**src/hdl/dfiir_pkg.sv**
```systemverilog
package dfiir_pkg;

   localparam int MAX_ORDER_DEF           = 20;
   localparam int SAMPLE_WIDTH_DEF        = 16;
   localparam int COEFF_FRACTION_BITS_DEF = 24;

   localparam int COEFF_W   = 32;
   localparam int TAP_IDX_W = 5;
   localparam int ORDER_W   = 5;
   localparam int ACTION_W  = 2;
   localparam int ACC_W     = 64;

   localparam logic [ORDER_W-1:0] ORDER_RESET = 5'd4;

   localparam logic [ACTION_W-1:0] ACT_SAMPLE  = 2'd0;
   localparam logic [ACTION_W-1:0] ACT_LOAD_FF = 2'd1;
   localparam logic [ACTION_W-1:0] ACT_LOAD_FB = 2'd2;
   localparam logic [ACTION_W-1:0] ACT_CLEAR   = 2'd3;

   localparam int CSR_AW = 3;
   localparam int CSR_DW = 32;
   localparam logic CSR_IDX_ORDER = 1'b0;

   typedef struct packed {
      logic vld;
      logic first;
      logic last;
   } term_ctrl_type;

endpackage

```
**src/hdl/dfiir_coef_ram.sv**
```systemverilog
module dfiir_coef_ram #(
   parameter int DEPTH = 2 * dfiir_pkg::MAX_ORDER_DEF + 1,
   parameter int AW    = $clog2(DEPTH)
) (
   input  logic                                clock,
   input  logic                                reset,
   input  logic                                we,
   input  logic [AW-1:0]                       waddr,
   input  logic signed [dfiir_pkg::COEFF_W-1:0] wdata,
   input  logic [AW-1:0]                       raddr,
   output logic signed [dfiir_pkg::COEFF_W-1:0] rdata,
   output logic                                rok
);

   logic signed [dfiir_pkg::COEFF_W-1:0] mem [DEPTH];
   logic [DEPTH-1:0] valid_ff;
   logic [DEPTH-1:0] valid_in;
   logic signed [dfiir_pkg::COEFF_W-1:0] rdata_ff;
   logic rok_ff;

   always_comb begin
      valid_in = valid_ff;
      if (we) begin
         valid_in[waddr] = 1'b1;
      end
   end

   always_ff @(posedge clock) begin
      if (reset) begin
         valid_ff <= '0;
      end else begin
         valid_ff <= valid_in;
      end
   end

   always_ff @(posedge clock) begin
      if (we) begin
         mem[waddr] <= wdata;
      end
      rdata_ff <= mem[raddr];
      rok_ff   <= valid_ff[raddr];
   end

   assign rdata = rdata_ff;
   assign rok   = rok_ff;

endmodule

```
**src/hdl/dfiir_hist_ram.sv**
```systemverilog
module dfiir_hist_ram #(
   parameter int DEPTH        = 2 * dfiir_pkg::MAX_ORDER_DEF + 1,
   parameter int AW           = $clog2(DEPTH),
   parameter int SAMPLE_WIDTH = dfiir_pkg::SAMPLE_WIDTH_DEF
) (
   input  logic                           clock,
   input  logic                           we,
   input  logic [AW-1:0]                  waddr,
   input  logic signed [SAMPLE_WIDTH-1:0] wdata,
   input  logic [AW-1:0]                  raddr,
   output logic signed [SAMPLE_WIDTH-1:0] rdata
);

   logic signed [SAMPLE_WIDTH-1:0] mem [DEPTH];
   logic signed [SAMPLE_WIDTH-1:0] rdata_ff;

   always_ff @(posedge clock) begin
      if (we) begin
         mem[waddr] <= wdata;
      end
      rdata_ff <= mem[raddr];
   end

   assign rdata = rdata_ff;

endmodule

```
**src/hdl/dfiir_mac.sv**
```systemverilog
module dfiir_mac #(
   parameter int SAMPLE_WIDTH        = dfiir_pkg::SAMPLE_WIDTH_DEF,
   parameter int COEFF_FRACTION_BITS = dfiir_pkg::COEFF_FRACTION_BITS_DEF
) (
   input  logic                                 clock,
   input  logic                                 reset,
   input  dfiir_pkg::term_ctrl_type             issue,
   input  logic signed [dfiir_pkg::COEFF_W-1:0] coef,
   input  logic                                 coef_ok,
   input  logic signed [SAMPLE_WIDTH-1:0]       hist,
   output logic                                 done,
   output logic signed [SAMPLE_WIDTH-1:0]       y,
   output logic                                 sat
);

   localparam int ACC_W  = dfiir_pkg::ACC_W;
   localparam int PROD_W = dfiir_pkg::COEFF_W + SAMPLE_WIDTH;
   localparam logic signed [ACC_W-1:0] HALF = ACC_W'(64'd1 << (COEFF_FRACTION_BITS - 1));
   localparam logic signed [SAMPLE_WIDTH-1:0] Y_MAX = {1'b0, {(SAMPLE_WIDTH-1){1'b1}}};
   localparam logic signed [SAMPLE_WIDTH-1:0] Y_MIN = {1'b1, {(SAMPLE_WIDTH-1){1'b0}}};

   function automatic logic signed [ACC_W-1:0] sat_add(
      input logic signed [ACC_W-1:0] a,
      input logic signed [ACC_W-1:0] b
   );
      logic signed [ACC_W:0] s;
      s = {a[ACC_W-1], a} + {b[ACC_W-1], b};
      if (s[ACC_W] != s[ACC_W-1]) begin
         return s[ACC_W] ? {1'b1, {(ACC_W-1){1'b0}}} : {1'b0, {(ACC_W-1){1'b1}}};
      end
      return s[ACC_W-1:0];
   endfunction

   dfiir_pkg::term_ctrl_type s1_ff, s1_in;
   dfiir_pkg::term_ctrl_type s2_ff, s2_in;
   logic s3_ff, s3_in;
   logic done_ff, done_in;
   logic signed [PROD_W-1:0] prod_ff, prod_in;
   logic signed [ACC_W-1:0] acc_ff, acc_in;
   logic signed [ACC_W-1:0] rnd_ff, rnd_in;
   logic signed [ACC_W-1:0] prod_ext;
   logic signed [ACC_W-1:0] acc_base;
   logic signed [ACC_W-1:0] shifted;

   always_comb begin
      s1_in    = issue;
      s2_in    = s1_ff;
      s3_in    = s2_ff.vld && s2_ff.last;
      done_in  = s3_ff;
      prod_in  = coef_ok ? PROD_W'(coef * hist) : '0;
      prod_ext = ACC_W'(prod_ff);
      acc_base = s2_ff.first ? '0 : acc_ff;
      acc_in   = s2_ff.vld ? sat_add(acc_base, prod_ext) : acc_ff;
      rnd_in   = s3_ff ? sat_add(acc_ff, HALF) : rnd_ff;
   end

   always_ff @(posedge clock) begin
      if (reset) begin
         s1_ff   <= '0;
         s2_ff   <= '0;
         s3_ff   <= 1'b0;
         done_ff <= 1'b0;
      end else begin
         s1_ff   <= s1_in;
         s2_ff   <= s2_in;
         s3_ff   <= s3_in;
         done_ff <= done_in;
      end
   end

   always_ff @(posedge clock) begin
      prod_ff <= prod_in;
      acc_ff  <= acc_in;
      rnd_ff  <= rnd_in;
   end

   // floor shift, then clip to the sample range
   always_comb begin
      shifted = rnd_ff >>> COEFF_FRACTION_BITS;
      y       = shifted[SAMPLE_WIDTH-1:0];
      sat     = 1'b0;
      if (!shifted[ACC_W-1] && (|shifted[ACC_W-2:SAMPLE_WIDTH-1])) begin
         y   = Y_MAX;
         sat = 1'b1;
      end else if (shifted[ACC_W-1] && !(&shifted[ACC_W-2:SAMPLE_WIDTH-1])) begin
         y   = Y_MIN;
         sat = 1'b1;
      end
   end

   assign done = done_ff;

   a_done_after_last: assert property (@(posedge clock) disable iff (reset)
      s2_ff.vld && s2_ff.last |=> ##1 done_ff)
      else $error("mac done did not follow the last term");

   a_first_leads: assert property (@(posedge clock) disable iff (reset)
      s2_ff.vld && s2_ff.first |-> !s3_ff)
      else $error("new accumulation started while rounding");

   a_no_issue_in_round: assert property (@(posedge clock) disable iff (reset)
      s3_ff |-> !s2_ff.vld)
      else $error("term still in flight at rounding");

endmodule

```
**src/hdl/direct_form_iir_filter_core.sv**
```systemverilog
// Direct-form I IIR filter core.
// Request channel (req_valid / req_stall): each request carries an action.
//   Sample: filter req_sample_in and return one response.
//   Load feedforward / feedback tap: write req_coefficient at req_tap_index.
//   Clear: restart the signal (sample count, so warm-up refills the histories); taps are kept.
// Response channel (rsp_valid / rsp_stall): rsp_sample_out, rsp_saturated,
//   one per sample request, in order. Loads and clears give no response.
// CSR port (APB style, pready always high): filter_order at byte offset 0.
//   Write it only while the core is idle.
// Flow: a filtered sample runs one shared multiply-accumulate over the
//   2*order+1 taps, one tap per cycle from the tap and history RAMs; the
//   next request is taken in the same cycle that its response shows. Warm-up
//   samples (the first order+1 of a signal) skip the accumulation and go
//   straight to write-back with a zero output; loads and clears leave the core
//   idle.
// A finished response waits in an output register; while rsp_stall holds it,
//   loads, clears and the next sample's work still proceed, and only the
//   write-back of the following sample waits.
// Reset (synchronous): order 4, all taps zero, empty history, no response.
module direct_form_iir_filter_core #(
   parameter int MAX_ORDER           = dfiir_pkg::MAX_ORDER_DEF,
   parameter int SAMPLE_WIDTH        = dfiir_pkg::SAMPLE_WIDTH_DEF,
   parameter int COEFF_FRACTION_BITS = dfiir_pkg::COEFF_FRACTION_BITS_DEF
) (
   input  logic                                   clock,
   input  logic                                   reset,
   input  logic                                   req_valid,
   output logic                                   req_stall,
   input  logic [dfiir_pkg::ACTION_W-1:0]         req_action,
   input  logic [dfiir_pkg::TAP_IDX_W-1:0]        req_tap_index,
   input  logic signed [dfiir_pkg::COEFF_W-1:0]   req_coefficient,
   input  logic signed [SAMPLE_WIDTH-1:0]         req_sample_in,
   output logic                                   rsp_valid,
   input  logic                                   rsp_stall,
   output logic signed [SAMPLE_WIDTH-1:0]         rsp_sample_out,
   output logic                                   rsp_saturated,
   input  logic                                   csr_psel,
   input  logic                                   csr_penable,
   input  logic                                   csr_pwrite,
   input  logic [dfiir_pkg::CSR_AW-1:0]           csr_paddr,
   input  logic [dfiir_pkg::CSR_DW-1:0]           csr_pwdata,
   output logic [dfiir_pkg::CSR_DW-1:0]           csr_prdata,
   output logic                                   csr_pready
);

   localparam int N_IN   = MAX_ORDER + 1;
   localparam int DEPTH  = 2 * MAX_ORDER + 1;
   localparam int AW     = $clog2(DEPTH);
   localparam int IN_PW  = $clog2(MAX_ORDER + 1);
   localparam int OUT_PW = $clog2(MAX_ORDER);
   localparam int ORD_W  = $clog2(MAX_ORDER + 1);
   localparam int CNT_W  = $clog2(MAX_ORDER + 2);

   localparam logic [1:0] ST_IDLE = 2'd0;
   localparam logic [1:0] ST_RUN  = 2'd1;
   localparam logic [1:0] ST_WAIT = 2'd2;
   localparam logic [1:0] ST_WB   = 2'd3;

   logic [1:0] state_ff, state_in;
   logic [dfiir_pkg::ORDER_W-1:0] order_ff, order_in;
   logic [ORD_W-1:0] ord_ff, ord_in;
   logic [ORD_W-1:0] k_ff, k_in;
   logic fb_ff, fb_in;
   logic warm_ff, warm_in;
   logic [IN_PW-1:0] in_head_ff, in_head_in;
   logic [IN_PW-1:0] in_ptr_ff, in_ptr_in;
   logic [OUT_PW-1:0] out_head_ff, out_head_in;
   logic [OUT_PW-1:0] out_ptr_ff, out_ptr_in;
   logic [CNT_W-1:0] count_ff, count_in;
   logic rsp_valid_ff, rsp_valid_in;
   logic signed [SAMPLE_WIDTH-1:0] rsp_sample_out_ff, rsp_sample_out_in;
   logic rsp_saturated_ff, rsp_saturated_in;

   logic accept;
   logic accept_sample;
   logic wb_go;
   logic warm_now;
   logic [ORD_W-1:0] ord_eff;
   logic [IN_PW-1:0] in_head_nxt;
   logic [OUT_PW-1:0] out_head_nxt;
   logic term_last;
   logic ff_ok;
   logic fb_ok;
   logic csr_write;

   dfiir_pkg::term_ctrl_type issue;

   logic hist_we;
   logic [AW-1:0] hist_waddr;
   logic signed [SAMPLE_WIDTH-1:0] hist_wdata;
   logic [AW-1:0] hist_raddr;
   logic signed [SAMPLE_WIDTH-1:0] hist_rdata;

   logic coef_we;
   logic [AW-1:0] coef_waddr;
   logic [AW-1:0] coef_raddr;
   logic signed [dfiir_pkg::COEFF_W-1:0] coef_rdata;
   logic coef_rok;

   logic mac_done;
   logic signed [SAMPLE_WIDTH-1:0] mac_y;
   logic mac_sat;
   logic signed [SAMPLE_WIDTH-1:0] y_wb;
   logic sat_wb;

   assign req_stall     = (state_ff != ST_IDLE);
   assign accept        = req_valid && !req_stall;
   assign accept_sample = accept && (req_action == dfiir_pkg::ACT_SAMPLE);
   assign wb_go         = (state_ff == ST_WB) && (!rsp_valid_ff || !rsp_stall);

   always_comb begin
      if (order_ff == '0) begin
         ord_eff = ORD_W'(1);
      end else if (32'(order_ff) > MAX_ORDER) begin
         ord_eff = ORD_W'(MAX_ORDER);
      end else begin
         ord_eff = ORD_W'(order_ff);
      end
   end

   assign warm_now     = (count_ff <= CNT_W'(ord_eff));
   assign in_head_nxt  = (in_head_ff == IN_PW'(MAX_ORDER)) ? '0 : in_head_ff + IN_PW'(1);
   assign out_head_nxt = (out_head_ff == OUT_PW'(MAX_ORDER - 1)) ? '0
                                                                 : out_head_ff + OUT_PW'(1);
   assign term_last    = fb_ff && (k_ff == ord_ff - ORD_W'(1));

   assign issue.vld   = (state_ff == ST_RUN);
   assign issue.first = !fb_ff && (k_ff == '0);
   assign issue.last  = term_last;

   assign y_wb   = warm_ff ? '0 : mac_y;
   assign sat_wb = warm_ff ? 1'b0 : mac_sat;

   always_comb begin
      state_in          = state_ff;
      ord_in            = ord_ff;
      k_in              = k_ff;
      fb_in             = fb_ff;
      warm_in           = warm_ff;
      in_head_in        = in_head_ff;
      in_ptr_in         = in_ptr_ff;
      out_head_in       = out_head_ff;
      out_ptr_in        = out_ptr_ff;
      count_in          = count_ff;
      rsp_valid_in      = rsp_valid_ff;
      rsp_sample_out_in = rsp_sample_out_ff;
      rsp_saturated_in  = rsp_saturated_ff;

      if (rsp_valid_ff && !rsp_stall) begin
         rsp_valid_in = 1'b0;
      end

      case (state_ff)
         ST_IDLE: begin
            if (accept_sample) begin
               in_head_in = in_head_nxt;
               in_ptr_in  = in_head_nxt;
               out_ptr_in = out_head_ff;
               k_in       = '0;
               fb_in      = 1'b0;
               ord_in     = ord_eff;
               warm_in    = warm_now;
               if (count_ff != CNT_W'(MAX_ORDER + 1)) begin
                  count_in = count_ff + CNT_W'(1);
               end
               state_in = warm_now ? ST_WB : ST_RUN;
            end else if (accept && (req_action == dfiir_pkg::ACT_CLEAR)) begin
               count_in = '0;
            end
         end
         ST_RUN: begin
            if (!fb_ff) begin
               in_ptr_in = (in_ptr_ff == '0) ? IN_PW'(MAX_ORDER) : in_ptr_ff - IN_PW'(1);
               if (k_ff == ord_ff) begin
                  fb_in = 1'b1;
                  k_in  = '0;
               end else begin
                  k_in = k_ff + ORD_W'(1);
               end
            end else if (term_last) begin
               state_in = ST_WAIT;
            end else begin
               k_in       = k_ff + ORD_W'(1);
               out_ptr_in = (out_ptr_ff == '0) ? OUT_PW'(MAX_ORDER - 1)
                                               : out_ptr_ff - OUT_PW'(1);
            end
         end
         ST_WAIT: begin
            if (mac_done) begin
               state_in = ST_WB;
            end
         end
         ST_WB: begin
            if (wb_go) begin
               out_head_in       = out_head_nxt;
               rsp_valid_in      = 1'b1;
               rsp_sample_out_in = y_wb;
               rsp_saturated_in  = sat_wb;
               state_in          = ST_IDLE;
            end
         end
         default: begin
            state_in = ST_IDLE;
         end
      endcase
   end

   // CSR
   assign csr_write  = csr_psel && csr_penable && csr_pwrite && csr_pready;
   assign csr_pready = 1'b1;
   assign csr_prdata = (csr_paddr[2] == dfiir_pkg::CSR_IDX_ORDER) ?
                       dfiir_pkg::CSR_DW'(order_ff) : '0;

   always_comb begin
      order_in = order_ff;
      if (csr_write && (csr_paddr[2] == dfiir_pkg::CSR_IDX_ORDER)) begin
         order_in = csr_pwdata[dfiir_pkg::ORDER_W-1:0];
      end
   end

   always_ff @(posedge clock) begin
      if (reset) begin
         state_ff     <= ST_IDLE;
         order_ff     <= dfiir_pkg::ORDER_RESET;
         count_ff     <= '0;
         rsp_valid_ff <= 1'b0;
         in_head_ff   <= '0;
         out_head_ff  <= '0;
      end else begin
         state_ff     <= state_in;
         order_ff     <= order_in;
         count_ff     <= count_in;
         rsp_valid_ff <= rsp_valid_in;
         in_head_ff   <= in_head_in;
         out_head_ff  <= out_head_in;
      end
   end

   always_ff @(posedge clock) begin
      ord_ff            <= ord_in;
      k_ff              <= k_in;
      fb_ff             <= fb_in;
      warm_ff           <= warm_in;
      in_ptr_ff         <= in_ptr_in;
      out_ptr_ff        <= out_ptr_in;
      rsp_sample_out_ff <= rsp_sample_out_in;
      rsp_saturated_ff  <= rsp_saturated_in;
   end

   assign rsp_valid      = rsp_valid_ff;
   assign rsp_sample_out = rsp_sample_out_ff;
   assign rsp_saturated  = rsp_saturated_ff;

   // history RAM: inputs at 0..MAX_ORDER, outputs above
   assign hist_we    = accept_sample || wb_go;
   assign hist_waddr = wb_go ? AW'(N_IN) + AW'(out_head_nxt) : AW'(in_head_nxt);
   assign hist_wdata = wb_go ? y_wb : req_sample_in;
   assign hist_raddr = fb_ff ? AW'(N_IN) + AW'(out_ptr_ff) : AW'(in_ptr_ff);

   // tap RAM: a[0..MAX_ORDER] then b[1..MAX_ORDER]
   assign ff_ok      = (32'(req_tap_index) <= MAX_ORDER);
   assign fb_ok      = (req_tap_index != '0) && (32'(req_tap_index) <= MAX_ORDER);
   assign coef_we    = accept && (((req_action == dfiir_pkg::ACT_LOAD_FF) && ff_ok) ||
                                  ((req_action == dfiir_pkg::ACT_LOAD_FB) && fb_ok));
   assign coef_waddr = (req_action == dfiir_pkg::ACT_LOAD_FB) ?
                       AW'(N_IN) + AW'(req_tap_index - 5'd1) : AW'(req_tap_index);
   assign coef_raddr = fb_ff ? AW'(N_IN) + AW'(k_ff) : AW'(k_ff);

   dfiir_hist_ram #(
      .DEPTH        (DEPTH),
      .AW           (AW),
      .SAMPLE_WIDTH (SAMPLE_WIDTH)
   ) u_hist (
      .clock (clock),
      .we    (hist_we),
      .waddr (hist_waddr),
      .wdata (hist_wdata),
      .raddr (hist_raddr),
      .rdata (hist_rdata)
   );

   dfiir_coef_ram #(
      .DEPTH (DEPTH),
      .AW    (AW)
   ) u_coef (
      .clock (clock),
      .reset (reset),
      .we    (coef_we),
      .waddr (coef_waddr),
      .wdata (req_coefficient),
      .raddr (coef_raddr),
      .rdata (coef_rdata),
      .rok   (coef_rok)
   );

   dfiir_mac #(
      .SAMPLE_WIDTH        (SAMPLE_WIDTH),
      .COEFF_FRACTION_BITS (COEFF_FRACTION_BITS)
   ) u_mac (
      .clock   (clock),
      .reset   (reset),
      .issue   (issue),
      .coef    (coef_rdata),
      .coef_ok (coef_rok),
      .hist    (hist_rdata),
      .done    (mac_done),
      .y       (mac_y),
      .sat     (mac_sat)
   );

   a_done_in_wait: assert property (@(posedge clock) disable iff (reset)
      mac_done |-> (state_ff == ST_WAIT))
      else $error("mac result arrived outside the wait state");

   a_no_write_during_mac: assert property (@(posedge clock) disable iff (reset)
      hist_we |-> (state_ff != ST_RUN) && (state_ff != ST_WAIT))
      else $error("history written while taps are being read");

   a_count_bound: assert property (@(posedge clock) disable iff (reset)
      count_ff <= CNT_W'(MAX_ORDER + 1))
      else $error("sample count past saturation");

   a_filter_runs: assert property (@(posedge clock) disable iff (reset)
      accept_sample && !warm_now |=> (state_ff == ST_RUN))
      else $error("filtered sample did not start the accumulation");

   a_wb_loads_rsp: assert property (@(posedge clock) disable iff (reset)
      wb_go |=> rsp_valid_ff && (state_ff == ST_IDLE))
      else $error("write-back did not present a response");

endmodule
```
**config.mk**
```make
export PLATFORM = sky130hd
export DESIGN_NAME = direct_form_iir_filter_core
export DESIGN_NICKNAME = d
export VERILOG_FILES = /design/src/hdl/dfiir_pkg.sv /design/src/hdl/dfiir_coef_ram.sv /design/src/hdl/dfiir_hist_ram.sv /design/src/hdl/dfiir_mac.sv /design/src/hdl/direct_form_iir_filter_core.sv
export SDC_FILE = /design/constraint.sdc
export NUM_CORES = 2
export LEC_CHECK = 0
export BUFFER_PORTS_ARGS = -buffer_cell sky130_fd_sc_hd__buf_2
export CELL_PAD_IN_SITES_DETAIL_PLACEMENT = 1
export CELL_PAD_IN_SITES_GLOBAL_PLACEMENT = 2
export CORE_MARGIN = 2
export CORE_UTILIZATION = 51
export CTS_CLUSTER_SIZE = 25
export DETAILED_ROUTE_END_ITERATION = 8
export PLACE_DENSITY_LB_ADDON = 0.1
export SLEW_MARGIN = 0
export SYNTH_ARGS = -nofsm -noshare
export SYNTH_HDL_FRONTEND = slang
export SYNTH_SLANG_ARGS = --single-unit
```
**constraint.sdc**
```tcl
create_clock -name clock -period 17.8 [get_ports clock]
set_clock_uncertainty 0.1 [all_clocks]
set_input_delay 2.67 -clock clock [delete_from_list [all_inputs] [get_ports clock]]
set_output_delay 2.67 -clock clock [all_outputs]
set_load 0.005 [all_outputs]
```
# [Word-level counts from Yosys, hierarchy flattened]
# Memories as Yosys holds them, arrays and structs flattened. A register that Yosys moved wholly into a read port is not among the register bits.
# Index checks and enable logic that the tools add are counted.
[word_totals] romBits=0 ramBits=1968 latch_bits=0 in_bits=97 elab_cells=184 register_bits=288 mem_count=2
[op_classes] shifts=0 n_eq_ne=22 order_cmp=6 reduce_logical=47 bitwise_logic=2 mux=63 multipliers=1 n_addsub=14 div_mod_pow=0
[memory_table] memory="u_coef.mem" words=41 word_bits=32 read_ports=1 rd_clocked_by_memory_dff=1 write_ports=1 line="dfiir_coef_ram.sv:15" source="logic signed [dfiir_pkg::COEFF_W-1:0] mem [DEPTH];"
[memory_table] memory="u_hist.mem" words=41 word_bits=16 read_ports=1 rd_clocked_by_memory_dff=1 write_ports=1 line="dfiir_hist_ram.sv:14" source="logic signed [SAMPLE_WIDTH-1:0] mem [DEPTH];"
[op_table] operator="64-bit 2-to-1 mux" n=7
[op_table] operator="5-bit 2-to-1 mux" n=19
[op_table] operator="64-bit by 25-bit adder with 65-bit output, second input constant" n=1
[op_table] operator="64-bit by 48-bit adder with 65-bit output" n=1
[op_table] operator="16-bit 2-to-1 mux" n=4
[op_table] operator="32-bit by 16-bit multiplier with 48-bit output" n=1
[op_table] operator="41-bit bitwise OR" n=1
[op_table] operator="5-bit one-hot mux with 2 select lines" n=3
[op_table] operator="25-bit AND reduction" n=1
[op_table] operator="25-bit OR reduction" n=1
[op_table] operator="6-bit 2-to-1 mux" n=4
[op_table] operator="5-bit by 1-bit adder with 5-bit output, second input constant" n=4
[op_table] operator="5-bit logical NOT" n=4
[op_table] operator="5-bit by 5-bit adder with 6-bit output, first input constant" n=3
[op_table] operator="1-bit logical AND" n=18
[op_table] operator="1-bit 2-to-1 mux" n=16
[op_table] operator="5-bit by 1-bit subtractor with 5-bit output, second input constant" n=3
[op_table] operator="6-bit by 7-bit < comparator with 1-bit output, second input constant" n=2
[op_table] operator="2-bit 2-to-1 mux" n=6
[op_table] operator="2-bit != test, second input constant" n=6
[op_table] operator="5-bit equality test" n=2
[op_table] operator="5-bit equality test, second input constant" n=2
[op_table] operator="3-bit AND reduction" n=3
[op_table] operator="2-bit equality test, second input constant" n=4
[op_table] operator="other kinds (24)" n=39

# [Longest topological paths before layout]
[depth] word_depth=8 ltp_mapped=27 depth_no_buf=25

# [Cells and area by module]
# A second synthesis with hierarchy kept.
[unflattened] cells_unflattened=7593 area_unflattened_um2=111064.0
[modules_own_cells] module="dfiir_coef_ram" instances=1 area_each_um2=52401.5 cells_each=2574
[modules_own_cells] module="dfiir_mac" instances=1 area_each_um2=28232.1 cells_each=3178
[modules_own_cells] module="dfiir_hist_ram" instances=1 area_each_um2=26246.4 cells_each=1353
[modules_own_cells] module="direct_form_iir_filter_core" instances=1 area_each_um2=4184.0 cells_each=488

# [Least setup slack after synthesis]
# Ideal clock, no wire load.
[synth_path] kind="register to register" startpoint="register u_coef.rdata_ff, in the netlist u_coef.rdata[7] (read register of u_coef.mem)" endpoint="register u_mac.prod_ff[47]" required_ns=17.579 n_path_buf=2 slack_ns=11.373 path_stages_with_launch=24 t_arrival_ns=6.206 synth_period_minus_slack_ns=6.427 cell_sequence="dfxtp_1 > clkbuf_1 > nand2_1 > fa_1 > inv_1 > fa_1 > inv_1 > fa_1 > inv_1 > fa_1 > fa_1 > fa_1 > ha_1 > clkbuf_1 > nor2b_1 > o21ai_0 > nand2b_1 > a2111oi_0 > or3_1 > o211a_1 > o221ai_1 > o22ai_1 > o21ai_0 > mux2_2"
[synth_between] elab_chain_cells=1
[synth_lines] element="from (decl)" line="dfiir_coef_ram.sv:18" source="logic signed [dfiir_pkg::COEFF_W-1:0] rdata_ff;"
[synth_lines] element="32-bit by 16-bit multiplier with 48-bit output" line="dfiir_mac.sv:50" source="prod_in = coef_ok ? PROD_W'(coef * hist) : '0;"
[synth_lines] element="to (signal assigned)" line="dfiir_mac.sv:72" source="prod_ff <= prod_in;"
[synth_lines] element="to (decl)" line="dfiir_mac.sv:38" source="logic signed [PROD_W-1:0] prod_ff, prod_in;"
# No other way between the ends.
# A chain may end at the register's enable or synchronous reset.

# [Worst setup path after layout]
[layout_path] startpoint="register u_hist.rdata_ff[8], in the netlist u_hist.rdata[8] (read register of u_hist.mem)" endpoint="register u_mac.prod_ff[47]"
[layout_between] elab_chain_cells=1
[layout_lines] element="from (decl)" line="dfiir_hist_ram.sv:15" source="logic signed [SAMPLE_WIDTH-1:0] rdata_ff;"
[layout_lines] element="32-bit by 16-bit multiplier with 48-bit output" line="dfiir_mac.sv:50"
# No other way between the ends.

==> results_dict.tcl <==
set metrics [dict create \
    end_kind "flip-flop" \
    path_cells "nand2_1 > fa_1 > inv_1 > fa_1 > inv_1 > fa_1 > inv_1 > fa_1 > fa_1 > fa_1 > ha_1 > a21oi_1 > nor2b_1 > o21ai_0 > nand2b_1 > a2111oi_0 > or3_1 > o211a_1 > o221ai_1 > o22ai_1 > o21ai_0 > mux2_2" \
    synth_xor_xnor_area_share_pct 1.38 \
    cp_slowest_stage_delay_ns 0.98 \
    crit_buf_inv 3 \
    fin_crit_ns 7.84 \
    synth_most_common_cell "edfxtp_1" \
    via_per_inst 5.93 \
    final_area_mm2 0.122 \
    synthArstFlopShare_pct 0 \
    synth_top_family_by_area "adder cells" \
    ys_seq_elements 2280 \
    synth_fa_ha_area_share_pct 11.2 \
    finalHoldViolations 0 \
    slew_headroom_pct 27.0 \
    grt_pass1_wl_mm 438 \
    yosysTopAreaCellShare_pct 57.5 \
    crit_required_ns 18.41 \
    synth_flop_cell "edfxtp_1" \
    synthSimpleGateAreaFrac_pct 8.17 \
    cts_tree "done" \
    slowest_stage "dfxtp_2" \
    synth_cell_types 92 \
    grt_setup_unrepaired "no" \
    grt_max_degree 132 \
    postCtsSetupRepairBufs 0 \
    synth_cells 7397 \
    tightest_slew_ns 1.09 \
    status "finished clean" \
    dieHeight_um 469 \
    synth_area_per_cell_um2 14.9 \
    synthMuxAreaShare_pct 10.9 \
    synthToLayoutAreaGrowth_pct 10.8 \
    synth_top_cell_by_area "edfxtp_1" \
    cts_resized 0 \
    start_util_pct 51.3 \
    track_usage_pct 26.9 \
    arrival_ns 8.45 \
    start_kind "flip-flop" \
    yosysSeqAreaShare_pct 60.6 \
    path_clk_slew_ns 0.07 \
    crit_path_frequent_cell "fa_1" \
    post_dp_cell_area_mm2 0.114 \
    wl_per_cell_um 27.6 \
    core_mm2 0.215 \
    min_period_over_period_pct 44.0 \
    synth_common_cells "2111 x edfxtp_1, 804 x nand2_1, 599 x inv_1" \
    setup_viol 0 \
    cts_buffer_depth 3 \
    min_path_type "flip-flop to flip-flop" \
    antenna_found_initial 20 \
    critPathTopFamily "adder cells" \
    vias 62512 \
    grt_overflow 0 \
    drt_iter0_markers 4864 \
    synthTopCellsByArea "edfxtp_1 58%, mux4_2 10%, fa_1 8.8%" \
    insertion_delay_ns 0.92 \
    die_x_um 469 \
    maxSlewViolCount 0 \
    synth_edf_count 2111 \
    yosysWarnings 0 \
    num_rows 170 \
    dieArea_mm2 0.220 \
    max_clock_freq_ghz 0.128 \
    io_pins 149 \
    nFillCells 19914 \
    synth_compound_area_share_pct 4.26 \
    port_buffers 91 \
    syn-cell-area_mm2 0.110 \
    place_congestion 0.798 \
    cap_viol_max_count 0 \
    setup_tns_ns 0 \
    htreeDepth 4 \
    drive_gt1_share_pct 15.6 \
    finalNetCount 8273 \
    cp_max_fo 32 \
    hold_buffers 0 \
    crit_type "flip-flop to flip-flop" \
    root_buffer "clkbuf_16" \
    detail-route-antenna-nets 0 \
    cts_buffers 227 \
    hpwl_mm 177 \
    drc 0 \
    cts.sinks 2280 \
    wl_mm 291 \
    dr.pass1.iters 7 \
    grt_pass1_vias 68085 \
]
[registers in the layout, indices dropped and copies added, names as in the netlist, 3 cells and up]
register	cells
u_mac.prod_ff	48
u_hist.rdata	16
out_ptr_ff	5
order_ff	5
u_mac.acc_ff	64
u_mac.s1_ff	3
count_ff	5
u_mac.rnd_ff	40
u_hist.mem	656
k_ff	5
rsp_sample_out	16
in_ptr_ff	5
in_head_ff	5
u_coef.valid_ff	41
u_coef.mem	1312
u_coef.rdata	32
ord_ff	5
u_mac.s2_ff	3
out_head_ff	5
[final timing paths]
kind	startpoint	endpoint	slack, ns	depth (start not counted)
worst min-delay path	u_mac.s2_ff[0]	u_mac.done_in	0.31	2
worst max register to register	u_hist.rdata[8]	u_mac.prod_ff[47]	9.96	22
worst min register to register	u_mac.s2_ff[0]	u_mac.done_in	0.31	2
worst max-delay path	u_hist.rdata[8]	u_mac.prod_ff[47]	9.96	22
[layer usage]
metal,vias up,part of all wire (%),track usage (%),routed length (µm)
li1,27048,-,-,-
met3,508,5.3,3.61,15400
met1,33120,42,36.5,122000
met5,-,0.023,0,67
met2,1826,50,45.7,145000
met4,10,2.7,7.81,7900
[area by class of cell]
class	instances	area, µm²	area share (%)
Sequential cell	2280	66800	54.7
Multi-Input combinational cell	4143	40100	32.8
Clock buffer	283	6050	4.96
Tap cell	2838	3550	2.91
Inverter	602	2260	1.85
Clock inverter	145	1720	1.41
Timing Repair Buffer	232	1590	1.30
Antenna cell	11	27.5	0.0225
[worst min-delay path: stages, from the launching register on]
cell,delay [ns]
dfxtp_1,0.30
nand2_1,0.05
nor2_1,0.03
[placed cells by master, fill, tap and decap left out, types with 72 or more instances in the layout]
cell,synthesis,final
edfxtp_1,2111,2111
nand2_1,804,804
inv_1,599,599
mux4_2,491,491
fa_1,487,487
nor2_1,429,379
and2_1,250,250
a21oi_1,237,237
clkbuf_16,0,229
ha_1,203,203
dfxtp_1,169,157
nand3_1,153,153
buf_4,28,135
xnor2_1,109,106
a311oi_1,96,96
nor2b_1,93,92
buf_2,59,91
o21ai_0,87,87
and3_1,73,73
a21o_1,72,72
[cells by family after synthesis]
family	after synthesis
AOI/OAI and AO/OA	719
xor gates and xnor gates	173
adders and majority gates	690
buffers and inverters	1000
DFF	2280
muxes	578
other	2
and+or+nand+nor	1955
[per-stage QoR]
step	util (%)	worst slack, ns	instances	hold slack, ns
6_report	56.9	9.96	10534	0.306
5_1_grt	56.9	9.46	10529	0.331
4_1_cts	56.9	9.90	10523	0.310
3_5_place_dp	53.2	10.07	10095	0.301
3_3_place_gp	53.2	10.12	10095	0.295
2_1_floorplan	-	11.37	7423	0.295
Power is left out: the tool's default activity adds up to more than one toggle a clock period on the data nets, which glitch-free logic cannot reach.
